==> src/rtl/captive_dns_answer_builder_macros.svh <==
// Assertion macros for the top-level file that checks this block.
`ifndef CAPTIVE_DNS_ANSWER_BUILDER_MACROS_SVH
`define CAPTIVE_DNS_ANSWER_BUILDER_MACROS_SVH

// The consequent must hold in the same cycle as the antecedent.
`define CDAB_ASSERT_SAME(name, ante, cons) \
	name: assert property (@(posedge clk) disable iff (!arst_n) (ante) |-> (cons)) \
		else $error("cdab assertion failed");

// The consequent must hold in the cycle after the antecedent.
`define CDAB_ASSERT_NEXT(name, ante, cons) \
	name: assert property (@(posedge clk) disable iff (!arst_n) (ante) |=> (cons)) \
		else $error("cdab assertion failed");

`endif

==> src/rtl/cdab_pkg.sv <==
`timescale 1ns / 1ps
`default_nettype none

package cdab_pkg;

	localparam int MAX_FRAME_BYTES = 2048;
	localparam int POS_W = $clog2(MAX_FRAME_BYTES + 1);
	localparam int LBL_W = 16;
	localparam int HDR_BYTES = 12;
	localparam int QTAIL_BYTES = 5;
	localparam logic [LBL_W-1:0] UNREACHED = 16'hFFFF;

	localparam logic [1:0] PH_HEADER = 2'd0;
	localparam logic [1:0] PH_LABELS = 2'd1;
	localparam logic [1:0] PH_TAIL = 2'd2;
	localparam logic [1:0] PH_DONE = 2'd3;

	localparam logic [1:0] JOB_NONE = 2'd0;
	localparam logic [1:0] JOB_BYTE = 2'd1;
	localparam logic [1:0] JOB_ANSWER = 2'd2;
	localparam logic [1:0] JOB_ABORT = 2'd3;

	localparam int CFG_IDX_W = 2;
	localparam logic [CFG_IDX_W-1:0] REG_ANSWER_ADDRESS = 2'd0;
	localparam logic [CFG_IDX_W-1:0] REG_ANSWER_TTL = 2'd1;

	localparam logic [7:0] FLAGS_HI = 8'h81;
	localparam logic [7:0] FLAGS_LO = 8'h80;
	localparam logic [7:0] NAME_PTR_HI = 8'hC0;
	localparam logic [7:0] NAME_PTR_LO = 8'h0C;
	localparam logic [7:0] RR_LEN = 8'h04;

	localparam int ANSWER_BYTES = 16;
	localparam int CNT_W = $clog2(ANSWER_BYTES + 1);

	typedef struct packed {
		logic [1:0] kind;
		logic       emit;
		logic [7:0] data;
	} job_t;

	function automatic logic [7:0] answer_byte(input logic [3:0] idx,
			input logic [31:0] ttl, input logic [31:0] addr);
		logic [7:0] r;
		case (idx)
			4'd0: r = NAME_PTR_HI;
			4'd1: r = NAME_PTR_LO;
			4'd2: r = 8'h00;
			4'd3: r = 8'h01;
			4'd4: r = 8'h00;
			4'd5: r = 8'h01;
			4'd6: r = ttl[31:24];
			4'd7: r = ttl[23:16];
			4'd8: r = ttl[15:8];
			4'd9: r = ttl[7:0];
			4'd10: r = 8'h00;
			4'd11: r = RR_LEN;
			4'd12: r = addr[31:24];
			4'd13: r = addr[23:16];
			4'd14: r = addr[15:8];
			default: r = addr[7:0];
		endcase
		return r;
	endfunction

endpackage

`default_nettype wire

==> src/rtl/cdab_parser.sv <==
`timescale 1ns / 1ps
`default_nettype none

module cdab_parser import cdab_pkg::*; (
	input  wire logic       clk,
	input  wire logic       arst_n,
	input  wire logic       query_valid,
	output logic            query_ready,
	input  wire logic [7:0] query_byte,
	input  wire logic       query_end,
	output job_t            job_s1,
	output logic            job_valid_s1,
	input  wire logic       job_take
);

	localparam logic [16:0] MAX_W = 17'(MAX_FRAME_BYTES);

	logic [POS_W-1:0] byte_pos_q;
	logic [LBL_W-1:0] next_label_q;
	logic [POS_W-1:0] qend_q;
	logic [1:0]       phase_q;

	logic [POS_W-1:0] n_pos;
	logic [LBL_W-1:0] n_label;
	logic [POS_W-1:0] n_qend;
	logic [1:0]       n_phase;
	logic             emit;
	logic [7:0]       ob;
	logic             over;
	logic [16:0]      p17;
	logic [16:0]      nx17;
	job_t             job;
	logic             accept;

	assign query_ready = !job_valid_s1 || job_take;
	assign accept = query_valid && query_ready;

	always_comb begin
		p17 = 17'(byte_pos_q);
		nx17 = p17 + 17'(query_byte) + 17'd1;
		over = p17 >= MAX_W;
		n_pos = byte_pos_q;
		n_label = next_label_q;
		n_qend = qend_q;
		n_phase = phase_q;
		emit = 1'b0;
		ob = query_byte;
		if (!over) begin
			unique case (phase_q)
				PH_HEADER: begin
					emit = 1'b1;
					if (p17 == 17'd2) ob = FLAGS_HI;
					else if (p17 == 17'd3) ob = FLAGS_LO;
					else if (p17 == 17'd6) ob = 8'h00;
					else if (p17 == 17'd7) ob = 8'h01;
					if (p17 + 17'd1 >= 17'(HDR_BYTES)) n_phase = PH_LABELS;
				end
				PH_LABELS: begin
					emit = 1'b1;
					if (p17 == 17'(next_label_q)) begin
						if (query_byte == 8'h00) begin
							if (p17 + 17'(QTAIL_BYTES) <= MAX_W) begin
								n_qend = POS_W'(p17 + 17'(QTAIL_BYTES));
								n_phase = PH_TAIL;
							end else begin
								n_label = UNREACHED;
							end
						end else begin
							n_label = (nx17 >= 17'(UNREACHED)) ? UNREACHED : LBL_W'(nx17);
						end
					end
				end
				PH_TAIL: begin
					emit = 1'b1;
					if (p17 + 17'd1 >= 17'(qend_q)) n_phase = PH_DONE;
				end
				PH_DONE: begin
				end
			endcase
			n_pos = POS_W'(p17 + 17'd1);
		end

		job.emit = emit;
		job.data = ob;
		if (!query_end) begin
			job.kind = emit ? JOB_BYTE : JOB_NONE;
		end else if (over || n_phase != PH_DONE) begin
			job.kind = JOB_ABORT;
		end else begin
			job.kind = JOB_ANSWER;
		end

		if (query_end) begin
			n_pos = '0;
			n_label = LBL_W'(HDR_BYTES);
			n_qend = '0;
			n_phase = PH_HEADER;
		end
	end

	always_ff @(posedge clk or negedge arst_n) begin
		if (!arst_n) begin
			byte_pos_q <= '0;
			next_label_q <= LBL_W'(HDR_BYTES);
			qend_q <= '0;
			phase_q <= PH_HEADER;
			job_valid_s1 <= 1'b0;
		end else if (accept) begin
			byte_pos_q <= n_pos;
			next_label_q <= n_label;
			qend_q <= n_qend;
			phase_q <= n_phase;
			job_valid_s1 <= 1'b1;
		end else if (job_take) begin
			job_valid_s1 <= 1'b0;
		end
	end

	always_ff @(posedge clk) begin
		if (accept) begin
			job_s1 <= job;
		end
	end

endmodule

`default_nettype wire

==> src/rtl/cdab_emitter.sv <==
`timescale 1ns / 1ps
`default_nettype none

module cdab_emitter import cdab_pkg::*; (
	input  wire logic        clk,
	input  wire logic        arst_n,
	input  wire job_t        job_in,
	input  wire logic        job_valid,
	output logic             job_take,
	input  wire logic [31:0] answer_address,
	input  wire logic [31:0] answer_ttl,
	output logic             reply_valid,
	input  wire logic        reply_ready,
	output logic [7:0]       reply_byte,
	output logic             reply_end,
	output logic             reply_abort
);

	logic             job_valid_q;
	logic [1:0]       kind_q;
	logic [7:0]       data_q;
	logic [CNT_W-1:0] cnt_q;
	logic             last_item;
	logic [3:0]       ans_idx;

	assign last_item = (kind_q != JOB_ANSWER) || (cnt_q == CNT_W'(ANSWER_BYTES));
	assign job_take = !job_valid_q || (reply_ready && last_item);
	assign reply_valid = job_valid_q;
	assign ans_idx = 4'(cnt_q - CNT_W'(1));

	always_comb begin
		reply_abort = kind_q == JOB_ABORT;
		reply_end = reply_abort || (kind_q == JOB_ANSWER && cnt_q == CNT_W'(ANSWER_BYTES));
		if (reply_abort) begin
			reply_byte = 8'h00;
		end else if (kind_q == JOB_ANSWER && cnt_q != '0) begin
			reply_byte = answer_byte(ans_idx, answer_ttl, answer_address);
		end else begin
			reply_byte = data_q;
		end
	end

	always_ff @(posedge clk or negedge arst_n) begin
		if (!arst_n) begin
			job_valid_q <= 1'b0;
			kind_q <= JOB_NONE;
			cnt_q <= '0;
		end else if (job_take && job_valid) begin
			job_valid_q <= job_in.kind != JOB_NONE;
			kind_q <= job_in.kind;
			cnt_q <= (job_in.kind == JOB_ANSWER && !job_in.emit) ? CNT_W'(1) : '0;
		end else if (job_take) begin
			job_valid_q <= 1'b0;
		end else if (reply_valid && reply_ready) begin
			cnt_q <= cnt_q + CNT_W'(1);
		end
	end

	always_ff @(posedge clk) begin
		if (job_take && job_valid) begin
			data_q <= job_in.data;
		end
	end

endmodule

`default_nettype wire

==> src/rtl/captive_dns_answer_builder.sv <==
// Path: an accepted query byte passes the parser's job register and then the emitter's output register.
// Throughput: one query byte per cycle while the reply output accepts; the final byte of a good frame stalls the input
// while the answer record leaves the single output register.
// An aborted frame yields one request on its final byte.
// Reset: arst_n clears the parser to the header phase, empties both stages and restores
// the address to 192.168.4.1 and the TTL to 60 seconds.
`timescale 1ns / 1ps
`default_nettype none
`include "captive_dns_answer_builder_macros.svh"

module captive_dns_answer_builder import cdab_pkg::*; (
	input  wire logic                 clk,
	input  wire logic                 arst_n,
	input  wire logic                 query_valid,
	output logic                      query_ready,
	input  wire logic [7:0]           query_byte,
	input  wire logic                 query_end,
	output logic                      reply_valid,
	input  wire logic                 reply_ready,
	output logic [7:0]                reply_byte,
	output logic                      reply_end,
	output logic                      reply_abort,
	input  wire logic                 cfg_valid,
	output logic                      cfg_ready,
	input  wire logic [CFG_IDX_W-1:0] cfg_index,
	input  wire logic [31:0]          cfg_data
);

	logic [31:0] answer_address_q;
	logic [31:0] answer_ttl_q;
	job_t        job_s1;
	logic        job_valid_s1;
	logic        job_take;

	assign cfg_ready = 1'b1;

	always_ff @(posedge clk or negedge arst_n) begin
		if (!arst_n) begin
			answer_address_q <= 32'hC0A8_0401;
			answer_ttl_q <= 32'd60;
		end else if (cfg_valid && cfg_ready) begin
			unique case (cfg_index)
				REG_ANSWER_ADDRESS: answer_address_q <= cfg_data;
				REG_ANSWER_TTL: answer_ttl_q <= cfg_data;
				default: begin
				end
			endcase
		end
	end

	cdab_parser u_parser (
		.clk          (clk),
		.arst_n       (arst_n),
		.query_valid  (query_valid),
		.query_ready  (query_ready),
		.query_byte   (query_byte),
		.query_end    (query_end),
		.job_s1       (job_s1),
		.job_valid_s1 (job_valid_s1),
		.job_take     (job_take)
	);

	cdab_emitter u_emitter (
		.clk            (clk),
		.arst_n         (arst_n),
		.job_in         (job_s1),
		.job_valid      (job_valid_s1),
		.job_take       (job_take),
		.answer_address (answer_address_q),
		.answer_ttl     (answer_ttl_q),
		.reply_valid    (reply_valid),
		.reply_ready    (reply_ready),
		.reply_byte     (reply_byte),
		.reply_end      (reply_end),
		.reply_abort    (reply_abort)
	);

	`CDAB_ASSERT_SAME(a_abort_ends_frame, reply_valid && reply_abort, reply_end && reply_byte == 8'h00)
	`CDAB_ASSERT_NEXT(a_job_held, job_valid_s1 && !job_take, job_valid_s1 && $stable(job_s1))
	`CDAB_ASSERT_SAME(a_input_waits, query_valid && query_ready, !job_valid_s1 || job_take)

endmodule

`default_nettype wire

==> config.mk <==
export PLATFORM = sky130hd
export DESIGN_NAME = captive_dns_answer_builder
export DESIGN_NICKNAME = d
export VERILOG_FILES = /design/src/rtl/cdab_pkg.sv /design/src/rtl/cdab_parser.sv /design/src/rtl/cdab_emitter.sv /design/src/rtl/captive_dns_answer_builder.sv
export VERILOG_INCLUDE_DIRS = /design/src /design/src/rtl
export SDC_FILE = /design/constraint.sdc
export NUM_CORES = 1
export LEC_CHECK = 0
export BUFFER_PORTS_ARGS = -buffer_cell sky130_fd_sc_hd__buf_2
export CAP_MARGIN = 10
export CORE_MARGIN = 2
export CORE_UTILIZATION = 50
export CTS_CLUSTER_DIAMETER = 200
export DETAILED_ROUTE_END_ITERATION = 10
export HOLD_SLACK_MARGIN = 0.12
export PLACE_DENSITY = 0.78
export SLEW_MARGIN = 15
export SYNTH_ARGS = -nofsm -noshare
export SYNTH_HDL_FRONTEND = slang
export SYNTH_SLANG_ARGS = --single-unit
==> constraint.sdc <==
create_clock -name clk -period 3.3 [get_ports clk]
set_clock_uncertainty 0.15 [all_clocks]
set_input_delay 0.165 -clock clk [delete_from_list [all_inputs] [get_ports clk]]
set_output_delay 0.165 -clock clk [all_outputs]
set_load 0.01 [all_outputs]
# Word-level counts from Yosys, hierarchy flattened
# Index checks and enable logic that the tools add are counted.
totals:
  regBits: 134
  input_bits: 48
  wordCells: 137
classes:
  addsub: 6
  magnitude_cmp: 5
  n_eq_ne: 31
  muxes: 44
  n_reduce_logical: 37
ops:
  columns: ["operator", "n"]
  rows:
  - ["two-way mux 16 bit", 7]
  - ["two-way mux 12 bit", 8]
  - ["one-hot mux 8 bit (12 select lines)", 1]
  - ["two-way mux 8 bit", 8]
  - ["== test 4 bit, second input constant", 7]
  - ["== test 12 x 2 -> 1 bit, second input constant", 2]
  - ["== test 12 x 3 -> 1 bit, second input constant", 2]
  - ["adder 17 x 1 -> 17 bit, second input constant", 1]
  - [">= comparator 17 x 12 -> 1 bit", 1]
  - [">= comparator 17 x 16 -> 1 bit, second input constant", 1]
  - [">= comparator 17 x 4 -> 1 bit, second input constant", 1]
  - ["less-or-equal comparator 17 x 12 -> 1 bit, second input constant", 1]
  - ["== test 12 x 16 -> 1 bit", 1]
  - ["== test 4 x 3 -> 1 bit, second input constant", 4]
  - ["two-way mux 2 bit", 8]
  - ["nonzero test 2 bit", 8]
  - ["two-way mux 5 bit", 3]
  - ["adder 12 x 1 -> 13 bit, second input constant", 1]
  - ["adder 12 x 3 -> 13 bit, second input constant", 1]
  - ["adder 12 x 8 -> 13 bit", 1]
  - [">= comparator 12 bit, second input constant", 1]
  - ["== test 2 bit, second input constant", 4]
  - ["== test 4 x 2 -> 1 bit, second input constant", 2]
  - ["zero test 8 bit", 1]
  - ["other kinds (20)", 48]

# Logic depth before layout (Yosys ltp)
depth:
  ltp_word: 11
  depth_mapped: 13
  ltp_nobuf: 11

# Modules after synthesis
# Synthesis repeated with hierarchy kept, for this count alone.
unflattened:
  hier_cells: 774
  hier_area_um2: 7972.6
modules_own_cells:
  columns: ["module", "instances", "cells_each", "area_per_inst_um2", "seq_area_each_um2"]
  rows:
  - ["cdab_parser", 1, 414, 3769.9, 1358.8]
  - ["captive_dns_answer_builder", 1, 138, 2441.1, 1615.3]
  - ["cdab_emitter", 1, 222, 1761.7, 440.4]

# Worst setup path after synthesis
# OpenSTA, ideal clock, no wires.
synth_timing:
  path_kind: "reg-to-reg"
  start: "register u_parser.byte_pos_q[1]"
  end: "register, netlist name u_parser.job_s1[9]"
  setup_time_ns: 0.261
  arrival_ns: 2.614
  t_required_ns: 2.889
  slack_ns: 0.275
  stages_incl_launch_ff: 12
  synth_period_minus_slack_ns: 3.025
  path_cell_list: "dfrtp_1 -> ha_1 -> clkbuf_1 -> nand3_1 -> xnor2_1 -> ha_1 -> a21o_1 -> a31oi_1 -> maj3_1 -> nor3_1 -> o22ai_1 -> o32a_1"
synth_rtl:
  columns: ["element", "line", "rtl"]
  rows:
  - ["start: declaration", "cdab_parser.sv:18", "logic [POS_W-1:0] byte_pos_q;"]
  - ["start signal: assignment", "cdab_parser.sv:109", "byte_pos_q <= n_pos;"]

# Worst setup path in the final report
layout_timing:
  start: "register u_emitter.cnt_q[0]"
  end: "output reply_byte[6]"
layout_between:
  elab_chain_len: 6
  elab_cells_between_ends: 23
  cone_classes: "add/sub (1); eq/ne (14); mux (3); reduce/logical (5)"
layout_rtl:
  columns: ["element", "line", "rtl"]
  rows:
  - ["start: declaration", "cdab_emitter.sv:22", "logic [CNT_W-1:0] cnt_q;"]
  - ["start signal: assignment", "cdab_emitter.sv:51", "cnt_q <= (job_in.kind == JOB_ANSWER && !job_in.emit) ? CNT_W'(1) : '0;"]
  - ["start signal: assignment", "cdab_emitter.sv:55", "cnt_q <= cnt_q + CNT_W'(1);"]
  - ["subtractor 4 x 1 -> 4 bit", "cdab_emitter.sv:29", "assign ans_idx = 4'(cnt_q - CNT_W'(1));"]
  - ["== test 4 x 2 -> 1 bit (tied with other cells)", "cdab_pkg.sv:45", "case (idx)"]
  - ["OR reduction 3 bit (no line) or OR reduction 2 bit (tied branches)", null, null]
  - ["one-hot mux 8 bit (12 select lines)", "cdab_pkg.sv:45", null]
  - ["two-way mux 8 bit *", "cdab_emitter.sv:36", "end else if (kind_q == JOB_ANSWER && cnt_q != '0) begin"]
  - ["two-way mux 8 bit *", "cdab_emitter.sv:34", "if (reply_abort) begin"]
  - ["end: declaration", "captive_dns_answer_builder.sv:20", "output logic [7:0] reply_byte,"]
# Mark *: on every way between the ends. The rest lies on a longest branch, timed or not.

==> metrics.yaml <==
synth:
  syn_area_um2: 7850
  yosys_warnings: 0
  ys_ff_latch: 133
  synth_fa_ha_area_frac: 0.0484
  syn_nets: 839
  async_flop_share: 0.857
  synth_top_family_by_area: "compound AO/OA/AOI/OAI gates"
  synth.area.mux_share: 0.103
  synthSimpleGateAreaFrac: 0.153
  synth-edff-count: 19
  syn-instance-count: 762
  synth_flop_cell: "dfrtp_1"
  syn_area_per_cell_um2: 10.3
  yosys.area.top_type: "dfrtp_1"
  synth_xor_area_frac: 0.0511
  synth_area_leaders: "dfrtp_1, mux2_2, edfxtp_1"
  synth_top_area_frac: 0.322
  yosysSeqAreaShare: 0.438
  synth-compound-area-share: 0.168
  synthDistinctLibCells: 78
pwr:
  ir_worst_vdd_uv: 402
  finalPower_mw: 6.02
  p_leak_nw: 4.09
  power_density_nw_per_um2: 620
place:
  dpl.hpwl_mm: 14.2
  place.gp.congestion: 0.967
  io_buffers: 59
timing:
  hold_viol_final: 0
  finalSetupViolCount: 4
  grt_setup_unrepaired: "yes"
  period_share: 1.01
  slew_headroom: 0.450
  fin_crit_ps: 3340
  finalWorstSetupSlack_ps: -40.6
  tightest_slew_ps: 823
  fmax_ghz: 0.299
  fin_hold_ws_ps: 200
  drv_slew: 0
cts:
  cts_buffers: 17
  clk_pin_slew_ps: 60
  insertion_delay_ps: 430
  cts.sinks: 133
  clk_path_buf_depth: 2
  cts_tree: "yes"
  h-tree-depth: 4
  cts-root-buf: "clkbuf_16"
drt:
  wl_mm: 21.6
  drt_pass1_iterations: 5
  drc: 0
  wl_met2_mm: 10.9
  vias: 6699
  ant_nets: 0
  wire_per_inst_um: 19.5
  viasPerCell: 6.04
  m1WireLength_mm: 8.80
  initialDrtViolationCount: 724
  highest_layer: "met4"
  met3_wirelength_mm: 1.28
global_routing:
  antenna_found_initial: 0
  grt_overflow: 0
  first_global_vias: 6777
  grt_pass1_wl_mm: 34.5
  grt_max_degree: 64
  grt_use_total: 0.267
worst_setup_path:
  path_common_cell: "a21oi_1"
  critPathLaunchType: "flip-flop"
  crit_buf_inv: 3
  critPathMaxFanout: 8
  max_stage_delay_ps: 440
  criticalPathCategory: "flip-flop to output pin"
  critPathSlowestCell: "dfrtp_2"
  cp.arrival_ps: 3030
  cp.required_ps: 2980
  path_cells: "buf_4 -> ha_1 -> or3_4 -> o32ai_2 -> buf_6 -> a221o_1 -> a21oi_1 -> a211o_1 -> a21oi_1 -> buf_2"
  cp-end-kind: "output pin"
  critical-path-top-delay-family: "compound AO/OA/AOI/OAI gates"
status:
  violations: "negative setup slack"
  status: "complete, but fails checks"
finish:
  drive_gt1_frac: 0.288
  diodes: 0
  fin_nets: 963
  final_common_cell: "dfrtp_1"
  final_cell_mix: "dfrtp_1, mux2_2, nand2_1, buf_2, dlygate4sd3_1"
  syn2layout_area_growth_pct: 23.7
  final.fill_count: 1126
floorplanning:
  rows: 45
  die-height_um: 129
  start_util: 0.515
  coreArea_um2: 15300
  ios: 61
  die_w_um: 129
  die-area_um2: 16700
job:
  drv_cap: 0
hold_path:
  holdCritPathClass: "primary input to async pin"
## logic make-up after synthesis
group | count (synthesis)
AO/OA/AOI/OAI | 182
buffers and inverters | 69
other | 1
multiplexers | 72
flip-flops | 133
XOR/XNOR | 45
AND/OR/NAND/NOR | 230
adder cells (fa/ha/maj) | 30
## stage by stage
stage           util  cell area [um2]  setup TNS (ps)  instances  worst slack [ps]
6_report       0.636             9710           -86.5       1110             -40.6
4_1_cts        0.630             9620               0       1104              16.4
5_1_grt        0.636             9710            -424       1110              -124
3_5_place_dp   0.556             8480               0       1023               120
3_3_place_gp   0.556             8480               0       1023               254
2_1_floorplan      -             7850               0        762               275
## power by group
| group | switching, mW | leakage (nW) | internal (mW) |
|---|---|---|---|
| logic | 1.03 | 2.21 | 0.840 |
| registers | 0.239 | 1.57 | 1.92 |
| clock network | 0.778 | 0.304 | 1.21 |
## worst register-to-register path, stage by stage, from the launching register on
cell and delay [ps]:
dfrtp_1 530, and4_2 390, nand2_1 170, nor2_1 330
xnor2_1 160, ha_1 210, or3b_2 440, a311o_1 320
o22ai_1 230, o32a_1 190
## repair_timing
| action | 4_1_cts | 5_1_grt |
|---|---|---|
| setup buffers | 4 | 6 |
| setup endpoints to repair | 8 | 11 |
| cloned | 0 | 0 |
| pin swaps | 3 | 6 |
| endpoints found under the hold margin | 135 | 0 |
| hold buffers | 45 | 0 |
| gates resized for setup | 10 | 15 |
## layout make-up
cell class              instances  area [um2]  share of cell area
clock inverters                14         189              0.0195
clock buffers                  18         429              0.0442
multi-input cells             560        4190               0.432
flip-flops and latches        133        3440               0.354
well taps                     211         264              0.0272
inverters                      26         100              0.0103
repair buffers                148        1090               0.113
## final timing paths
check | slack (ps) | end | from | depth (start not counted)
min in group clk | 260 | u_emitter.data_q[4] | u_parser.job_s1[4] | 0
worst max register to register | 60 | u_parser.job_s1[9] | u_parser.byte_pos_q[3] | 9
worst min-delay path | 200 | u_emitter.reply_valid | arst_n | 2
worst min register to register | 260 | u_emitter.data_q[4] | u_parser.job_s1[4] | 0
worst max-delay path | -40 | reply_byte[6] | u_emitter.cnt_q[0] | 10
max in group asynchronous | 1980 | answer_address_q[30] | arst_n | 3
## cells in the mapped netlist, types with 8 or more instances
master     instances
xor2_1            12
nand3_1           27
nor2b_1           11
clkbuf_1          25
nor3_1            13
xnor2_1           32
buf_2             10
dfrtp_1          101
nor4_1             8
ha_1              28
o21ai_0           39
inv_1             23
nand2_1           58
dfstp_2           13
o2bb2ai_2         10
and3_1             8
mux2_2            69
nor2_1            42
nand4_1           19
a21o_1            10
and2_1            11
edfxtp_1          19
a21oi_1           38
## registers in the layout, indices dropped and copies added (netlist names)
| register | count |
|---|---|
| u_emitter.data_q | 8 |
| u_emitter.kind_q | 2 |
| u_parser.job_valid_s1 | 1 |
| answer_address_q | 32 |
| answer_ttl_q | 32 |
| u_parser.phase_q | 2 |
| u_parser.job_s1 | 11 |
| u_parser.qend_q | 12 |
| u_emitter.reply_valid | 1 |
| u_parser.byte_pos_q | 12 |
| u_parser.next_label_q | 15 |
| u_emitter.cnt_q | 5 |
## layer usage
metal,global-route usage,up-vias
li1,-,3069
met1,0.333,3272
met2,0.450,293
met3,0.0504,65
met4,0.124,0
met5,0,-
(Power assumes the default switching activity.)
